==> src/rtl/sac_pkg.sv <==
package sac_pkg;

   localparam int PIX_W      = 12;
   localparam int SAMPLE_W   = 32;
   localparam int MAG_W      = 31;
   localparam int CIDX_W     = 8;
   localparam int RGB_W      = 24;
   localparam int BYTE_W     = 8;
   localparam int MAP_ENTRIES = 256;

   // sum of peak and sample, one bit wider than a sample
   localparam int SUM_W      = SAMPLE_W + 1;
   // 255 * s is (s << 8) - s
   localparam int SCALE_SHIFT = 8;
   localparam int NUM_W      = SAMPLE_W + SCALE_SHIFT;
   localparam int DIV_W      = MAG_W + 1;
   localparam int QUO_W      = CIDX_W;
   localparam int CNT_W      = $clog2(QUO_W + 1);

   localparam logic [SAMPLE_W-1:0] SAMPLE_MIN     = {1'b1, {(SAMPLE_W-1){1'b0}}};
   localparam logic [SAMPLE_W-1:0] SAMPLE_MIN_SAT = {1'b1, {(SAMPLE_W-2){1'b0}}, 1'b1};
   localparam logic [CIDX_W-1:0]   ZERO_PEAK_ENTRY = 8'd127;
   localparam logic [CIDX_W-1:0]   BOTTOM_ENTRY    = 8'd0;

   typedef enum logic [1:0] {
      CMD_CMAP_WRITE = 2'd0,
      CMD_LOAD       = 2'd1,
      CMD_RENDER     = 2'd2,
      CMD_NONE       = 2'd3
   } cmd_type;

   typedef struct packed {
      logic               start;
      logic [NUM_W-1:0]   dividend;
      logic [DIV_W-1:0]   divisor;
   } div_ctrl_type;

   typedef struct packed {
      logic               done;
      logic [QUO_W-1:0]   quotient;
   } div_status_type;

endpackage

==> src/rtl/sac_divider.sv <==
module sac_divider (
   input  logic                    clock,
   input  logic                    reset,
   input  sac_pkg::div_ctrl_type   ctrl,
   output sac_pkg::div_status_type status
);
   import sac_pkg::*;

   logic [NUM_W-1:0] rem_ff, rem_in;
   logic [NUM_W-1:0] den_ff, den_in;
   logic [QUO_W-1:0] quo_ff, quo_in;
   logic [CNT_W-1:0] cnt_ff, cnt_in;
   logic             busy_ff, busy_in;
   logic             done_ff, done_in;
   logic [NUM_W:0]   diff;

   // restoring division, one quotient bit a cycle, MSB first
   always_comb begin
      diff    = {1'b0, rem_ff} - {1'b0, den_ff};
      rem_in  = rem_ff;
      den_in  = den_ff;
      quo_in  = quo_ff;
      cnt_in  = cnt_ff;
      busy_in = busy_ff;
      done_in = 1'b0;
      if (ctrl.start) begin
         rem_in  = ctrl.dividend;
         den_in  = NUM_W'(ctrl.divisor) << (QUO_W - 1);
         quo_in  = '0;
         cnt_in  = CNT_W'(QUO_W);
         busy_in = 1'b1;
      end else if (busy_ff) begin
         if (!diff[NUM_W]) begin
            rem_in = diff[NUM_W-1:0];
            quo_in = {quo_ff[QUO_W-2:0], 1'b1};
         end else begin
            quo_in = {quo_ff[QUO_W-2:0], 1'b0};
         end
         den_in = den_ff >> 1;
         cnt_in = cnt_ff - CNT_W'(1);
         if (cnt_ff == CNT_W'(1)) begin
            busy_in = 1'b0;
            done_in = 1'b1;
         end
      end
   end

   always_ff @(posedge clock) begin
      if (reset) begin
         busy_ff <= 1'b0;
         done_ff <= 1'b0;
         cnt_ff  <= '0;
      end else begin
         busy_ff <= busy_in;
         done_ff <= done_in;
         cnt_ff  <= cnt_in;
      end
      rem_ff <= rem_in;
      den_ff <= den_in;
      quo_ff <= quo_in;
   end

   assign status.done     = done_ff;
   assign status.quotient = quo_ff;

endmodule

==> config.mk <==
export PLATFORM = sky130hd
export DESIGN_NAME = sac_divider
export DESIGN_NICKNAME = d
export VERILOG_FILES = /design/src/rtl/sac_pkg.sv /design/src/rtl/sac_divider.sv
export SDC_FILE = /design/constraint.sdc
export NUM_CORES = 1
export LEC_CHECK = 0
export BUFFER_PORTS_ARGS = -buffer_cell sky130_fd_sc_hd__buf_4
export CAP_MARGIN = 20
export CORE_MARGIN = 1.5
export CORE_UTILIZATION = 35
export DETAILED_ROUTE_END_ITERATION = 12
export SLEW_MARGIN = 20
export SYNTH_ARGS = -nofsm -noshare
export SYNTH_HDL_FRONTEND = slang
export SYNTH_SLANG_ARGS = --single-unit
==> constraint.sdc <==
create_clock -name clock -period 8.99 [get_ports clock]
set_input_delay 1.3485 -clock clock [delete_from_list [all_inputs] [get_ports clock]]
set_output_delay 1.3485 -clock clock [all_outputs]
set_load 0.1 [all_outputs]
# Yosys cells after proc, flatten, opt, wreduce, memory -nomap -nowiden
# Cells that the tools add are included.
# classes
bitwise_logic	1
eq_ne	2
order_cmp	0
shifts	0
addsub	2
mul	0
muxes	12
div	0
n_reduce_logical	4
# ops
op	n
40-bit 2-to-1 mux	3
39-bit 2-to-1 mux	2
40-bit by 39-bit subtractor with 41-bit output	1
4-bit 2-to-1 mux	2
1-bit 2-to-1 mux	5
4-bit by 1-bit equality test with 1-bit output, second input constant	1
4-bit by 1-bit subtractor with 4-bit output, second input constant	1
3-bit OR reduction	1
2-bit != test, second input constant	1
2-bit AND reduction	1
2-bit nonzero test	1
2-bit OR reduction	1
1-bit NOT	1
# word_totals
ff_bits	93
memories	0
input_bits	75
latchBits	0
mem_bits_ro	0
out_inout_bits	9
mem_bits_rw	0

# Logic depth before layout (Yosys ltp)
# Gate-level depths: netlist of the first run.
# logic_depth
ltp_word	4
mapped_depth	13

# Worst setup path after synthesis of the first run
# No wires, ideal clock.
# synth_path
path_type	register to register
startpoint	register rem_ff[0]
endpoint	register rem_ff[0] (enable)
t_required_ps	8594
stages_incl_launch_ff	14
path_buffers	1
arrival_time_ps	3471
setup_slack_ps	5123
setup_time_ps	396
cell_sequence	edfxtp_1 -> inv_1 -> ha_1 -> fa_1 -> nand2b_1 -> a21oi_1 -> o22ai_1 -> o21a_1 -> nor4b_1 -> or4_1 -> clkbuf_1 -> a31oi_1 -> o311ai_1 -> a21o_1
# synth_via
elab_chain_len	3
# synth_rtl
item	line	source
start: declaration	sac_divider.sv:9	logic [NUM_W-1:0] rem_ff, rem_in;
start signal: assignment	sac_divider.sv:58	rem_ff <= rem_in;
40-bit by 39-bit subtractor with 41-bit output	sac_divider.sv:19	diff = {1'b0, rem_ff} - {1'b0, den_ff};
2-bit != test (no source line)	--	
2-bit AND reduction (no source line)	--	
# Every way passes these cells.
# A chain may end at the register's enable or synchronous reset.

# Worst setup path in the final report of the first run
# layout_path
startpoint	register rem_ff[0]
endpoint	register rem_ff[1] (enable)
# Same word-level chain as after synthesis.

==> impl_metrics.py, run 1 <==
metrics = {
    "floorplan": {
        "die-width_microns": 135,
        "io_pins": 84,
        "placementRows": 48,
        "die_area_sq_um": 18300,
        "die_h_microns": 135,
        "start_util_pct": 35.6,
        "core-area_sq_um": 17200,
    },
    "cts": {
        "htree_levels": 3,
        "tritoncts": "yes",
        "cts-resized-gates": 0,
        "clk_pin_slew_ns": 0.06,
        "cts.sinks": 93,
        "postCtsSetupBuffers": 0,
        "hold_buffers": 0,
        "clk_latency_ns": 0.35,
        "cts_inserted_buffers": 9,
        "clockRootBuffer": "clkbuf_16",
        "clk_path_buf_depth": 2,
    },
    "timing": {
        "tightest_slew_ns": 0.977,
        "fin_crit_sh_pct": 47.2,
        "rsz0062_at_grt": "no",
        "finalSetupTns_ns": 0,
        "hold_ws_ns": 0.503,
        "report.final.setup_viol": 0,
        "fmax_mhz": 236,
        "relSlewSlack_pct": 34.9,
        "fin_skew_ns": 0.00549,
        "slew_viol_final": 0,
        "hold_viol_final": 0,
        "fin_crit_ns": 4.24,
    },
    "synthesis": {
        "async_reset_ff_share_pct": 0,
        "synth_adder_area_share_pct": 8.69,
        "syn_area_per_cell_sq_um": 8.89,
        "synth_warnings": 0,
        "synth-seq-cells": 93,
        "synth-simple-area-share_pct": 15.8,
        "yosysSeqAreaShare_pct": 42.1,
        "syn-num-nets": 807,
        "synth_compound_area_share_pct": 20.5,
        "synth_area_leaders": "edfxtp_1 35%, ha_1 8.4%, dfxtp_1 6.9%, nand2_1 6.4%, o31ai_1 4.8%",
        "yosys.area.top_type_share_pct": 35.2,
        "synth_edf_count": 72,
        "synth_cell_types": 56,
        "syn_inst": 690,
        "synth_most_common_cell": "nand2_1",
        "synth_mux_area_share_pct": 2.28,
        "synth_ff_type": "edfxtp_1",
        "synth_xor_area_share_pct": 4.71,
        "synth_top_family_by_area": "compound AO/OA/AOI/OAI gates",
        "synth_area_sq_um": 6130,
        "synth_largest_area_cell": "edfxtp_1",
        "synth_top_cells_by_count": "104 x nand2_1, 72 x edfxtp_1, 53 x inv_1, 48 x a21oi_1, 46 x o21ai_0",
    },
    "global_route": {
        "grt_pass1_vias": 4712,
        "grt_max_degree": 106,
        "overflow": 0,
        "antenna_found_initial": 0,
        "grt_usage_pct": 16.3,
        "grt_pass1_wl_mm": 23.4,
    },
    "setup_path": {
        "end_kind": "register",
        "crit_type": "reg2reg",
        "critPathMaxStageDelay_ns": 0.53,
        "cp_max_fo": 28,
        "r2r_start": "rem_ff[0]",
        "r2r_setup_slack_ns": 4.75,
        "crit_chain": "inv_1 > ha_1 > fa_1 > nand2b_1 > a21oi_1 > o22ai_1 > o21a_1 > nor4b_1 > or4_1 > a31oi_1 > o311ai_1 > a21o_1 > buf_4",
        "path_buf_inv": 2,
        "required_ns": 8.99,
        "arrival_ns": 4.24,
        "start_kind": "register",
        "cp_top_family": "compound AO/OA/AOI/OAI gates",
        "r2r_cells": 13,
        "cp_slowest_cell": "a21o_1",
        "regToRegEndpoint": "rem_ff[1]",
    },
    "worst_hold_path": {
        "holdCritStartpoint": "quo_ff[7]",
        "hold_depth": 2,
        "worstHoldEndpoint": "quo_ff[7]",
        "hold_path.class": "reg2reg",
    },
    "final_layout": {
        "drive_gt1_share_pct": 14.1,
        "finalNetCount": 864,
        "final_cells": 977,
        "area_growth_syn_to_layout_pct": 17.1,
        "antennaDiodeCount": 0,
    },
    "detailed_routing": {
        "wirelength_mm": 14.5,
        "first_iter_violations": 268,
        "vias": 5038,
        "drc": 0,
        "ant_nets": 0,
        "viasPerCell": 5.16,
        "drt-pass1-iter-count": 4,
        "wl_per_cell_microns": 14.9,
    },
    "place": {
        "place_hpwl_mm": 10.5,
        "dp.cells": 961,
        "portBuffers": 83,
        "gp_congestion": 0.854,
    },
    "power": {
        "powerDensity_nw_per_um2": 239,
        "ir_worst_vdd_mv": 0.109,
        "p_total_mw": 1.72,
        "leakage_nw": 3.05,
    },
    "status": {
        "outcome": "finished clean",
    },
    "job": {
        "cap_violations": 0,
    },
}
## metrics by stage
stage,cell area [sq um],setup WS [ns],util [%]
after detailed placement,6920,4.70,40.1
after global placement,6920,4.80,40.1
after CTS,7180,4.68,41.7
after global routing,7180,4.36,41.7
after floorplan,6130,5.12,-
final,7180,4.75,41.7
## worst max-delay path by stage
stage / start / endpoint / slack, ns / depth (start not counted)
finish: rem_ff[0] / rem_ff[1] / 4.75 / 13
global route: rem_ff[0] / rem_ff[13] / 4.36 / 13
CTS: rem_ff[0] / rem_ff[1] / 4.68 / 13
detailed placement: rem_ff[0] / rem_ff[0] / 4.70 / 13
global placement: rem_ff[0] / rem_ff[3] / 4.80 / 13
floorplan: rem_ff[0] / rem_ff[0] / 5.12 / 13
## sequential cells by signal, indices dropped and copies added (netlist names)
name,flops
quo_ff,8
rem_ff,40
done_ff,1
cnt_ff,4
busy_ff,1
den_ff,39
## area by class of cell
cell class,count,area [sq um]
clock buffers,11,243
well taps,225,282
fillers,1723,10100
multi-input cells,501,3190
repair buffers,88,661
inverters,54,203
flip-flops and latches,93,2580
clock inverters,5,25.0
## layer usage
layer,track usage (%),wire (microns),part of all wire [%],vias up
li1,-,-,-,2591
met1,23.4,7450,51,2329
met2,24.7,6280,43,102
met3,2.73,568,3.9,16
met4,5.44,226,1.6,0
met5,0,0,0,-
## cell families (layout without fill, tap and decap cells)
family | after synthesis | in the layout
AOI/OAI and AO/OA | 197 | 197
xor gates and xnor gates | 33 | 33
adders and majority gates | 42 | 42
buffers and inverters | 96 | 158
DFF | 93 | 93
muxes | 14 | 14
and+or+nand+nor | 215 | 215
## worst register-to-register path: cells and delay by family, from the launching register on
| kind | cells | cell delay, ns |
|---|---|---|
| adder cells (fa/ha/maj) | 2 | 0.63 |
| AO/OA/AOI/OAI | 6 | 1.67 |
| buffers and inverters | 2 | 0.53 |
| flip-flops | 1 | 0.32 |
| AND/OR/NAND/NOR | 3 | 0.73 |
## report_power, final
part / internal, mW / switching [mW] / total (mW)
clock: 0.193 / 0.163 / 0.356
combinational: 0.315 / 0.463 / 0.778
sequential: 0.559 / 0.0225 / 0.581
total: 1.07 / 0.648 / 1.72
## layout by cell type, fill, tap and decap left out, types with 2 or more instances in the layout
cell       count
nand2_1      104
buf_4         88
edfxtp_1      72
inv_1         53
a21oi_1       48
o21ai_0       46
nor2_1        43
ha_1          41
o31ai_1       39
dfxtp_1       21
a21o_1        20
xor2_1        19
nand3_1       15
xnor2_1       14
mux2i_1       14
nand4_1       11
nor3_1        11
clkbuf_16      9
o21a_1         8
o21bai_1       7
and3_1         5
a31oi_1        5
and2_1         5
nand2b_1       4
o211ai_1       3
nor3b_1        3
clkinv_2       3
clkinv_1       2
o21ai_1        2
nor2b_1        2
o31a_1         2
o211a_1        2
and3b_1        2
a211o_1        2
a2111oi_0      2
nor4_1         2
Note: power is estimated with default switching activity, not from simulation.
==> inputs of run 2 (changes only) <==
Clock period 8.99 ns to 3.99 ns, I/O delays scaled along.
==> impl_metrics.py, run 2 (synthesis gave the netlist of run 1 again) <==
metrics = {
    "global_route": {
        "overflow": 0,
        "grt_max_degree": 165,
        "grt_pass1_wl_mm": 24.0,
        "grt_usage_pct": 16.8,
        "antenna_found_initial": 0,
        "grt_pass1_vias": 4807,
    },
    "cts": {
        "clk_latency_ns": 0.36,
        "cts-resized-gates": 0,
        "clk_pin_slew_ns": 0.07,
        "cts_inserted_buffers": 9,
        "hold_buffers": 0,
        "tritoncts": "yes",
        "cts.sinks": 93,
        "postCtsSetupBuffers": 0,
        "htree_levels": 3,
        "clk_path_buf_depth": 2,
        "clockRootBuffer": "clkbuf_16",
    },
    "timing": {
        "rsz0062_at_grt": "no",
        "fin_skew_ns": 0.00808,
        "finalSetupTns_ns": 0,
        "slew_viol_final": 0,
        "fin_crit_ns": 3.58,
        "hold_viol_final": 0,
        "report.final.setup_viol": 0,
        "tightest_slew_ns": 0.751,
        "fin_crit_sh_pct": 89.6,
        "relSlewSlack_pct": 49.8,
        "fmax_mhz": 280,
    },
    "place": {
        "placed_cell_area_sq_um": 6970,
        "portBuffers": 83,
        "gp_congestion": 0.821,
        "place_hpwl_mm": 10.4,
    },
    "setup_path": {
        "arrival_ns": 3.62,
        "cp_max_fo": 30,
        "required_ns": 4.04,
        "crit_type": "reg2reg",
        "end_kind": "register",
        "start_kind": "register",
    },
    "floorplan": {
        "core-area_sq_um": 17200,
        "die-width_microns": 135,
        "die_h_microns": 135,
        "die_area_sq_um": 18300,
        "start_util_pct": 35.6,
        "io_pins": 84,
        "placementRows": 48,
    },
    "final_layout": {
        "largest_reg_flops": 40,
        "finalNetCount": 866,
        "area_growth_syn_to_layout_pct": 18.5,
        "drive_gt1_share_pct": 14.6,
        "final_common_cell": "nand2_1",
        "final_cell_mix": "104 x nand2_1, 87 x buf_4, 72 x edfxtp_1",
        "largest-register": "rem_ff",
        "antennaDiodeCount": 0,
        "final_area_sq_um": 7270,
        "biggestRegsByFlops": "rem_ff x40, den_ff x39, quo_ff x8",
    },
    "detailed_routing": {
        "wirelength_mm": 14.7,
        "drt-pass1-iter-count": 5,
        "drc": 0,
        "viasPerCell": 5.14,
        "vias": 5030,
        "ant_nets": 0,
        "first_iter_violations": 387,
        "wl_per_cell_microns": 15.0,
    },
    "power": {
        "pwr-share-comb_pct": 44.7,
        "seqPwrFrac_pct": 33.1,
        "p_int_mw": 2.48,
        "leakage_nw": 3.10,
        "powerDensity_nw_per_um2": 545,
        "p_sw_share_pct": 37.4,
        "ir_worst_vdd_mv": 0.251,
        "p_switching_mw": 1.48,
        "clkPwrFrac_pct": 22.2,
    },
    "worst_hold_path": {
        "hold_path.class": "in2reg",
    },
    "job": {
        "cap_violations": 0,
    },
    "status": {
        "outcome": "finished clean",
    },
}
-- run 2: critical path: stages, from the launching register on --
cell and delay, ns:
edfxtp_1 0.32, inv_1 0.04, ha_1 0.22, fa_1 0.40, nand2b_1 0.18, a21oi_1 0.20
o22ai_1 0.19, o21a_1 0.24, nor4b_1 0.26, or4_1 0.26, a31oi_1 0.16, o311ai_1 0.32
a21o_1 0.23, buf_12 0.22
-- run 2: cell type report --
| cell class | count | area, sq um |
|---|---|---|
| clock buffer | 11 | 275 |
| multi-input combinational | 501 | 3190 |
| clock inverter | 5 | 27.5 |
| tap | 225 | 282 |
| fill | 1749 | 9970 |
| sequential | 93 | 2580 |
| timing repair buffer | 90 | 713 |
| inverter | 54 | 203 |
-- run 2: metal layers --
metal | vias up | track usage (%) | routed length (microns)
met3 | 14 | 3.55 | 709
met4 | 0 | 5.56 | 214
met5 | - | 0 | 0
li1 | 2595 | - | -
met1 | 2301 | 24.0 | 7450
met2 | 120 | 25.0 | 6310
-- run 2: power groups by stage --
stage          Combinational [mW]  Sequential (mW)  Clock [mW]
6_report                     1.77             1.31       0.880
3_3_place_gp                 1.75             1.33           0
3_5_place_dp                 1.75             1.33           0
5_1_grt                      1.98             1.33       0.940
2_1_floorplan                1.33             1.33           0
4_1_cts                      1.76             1.31       0.908
-- run 2: path summary, 6_finish.rpt --
check	start	end	slack (ns)	depth (start not counted)
worst max-delay path	rem_ff[0]	rem_ff[12]	0.41	13
worst min-delay path	reset	busy_ff	0.45	2
worst max register to register	rem_ff[0]	rem_ff[12]	0.41	13
worst min register to register	quo_ff[7]	quo_ff[7]	0.50	2
-- run 2: through the flow --
stage | utilization [%] | hold slack, ns | setup slack (ns) | power, mW | instances
after floorplan | - | 0.465 | 0.123 | 2.66 | 690
after global placement | 40.4 | 0.480 | 0.471 | 3.07 | 963
after detailed placement | 40.4 | 0.486 | 0.376 | 3.08 | 963
after CTS | 42.2 | 0.429 | 0.348 | 3.98 | 979
after global routing | 42.2 | 0.440 | 0.00673 | 4.24 | 979
final | 42.2 | 0.447 | 0.413 | 3.96 | 979
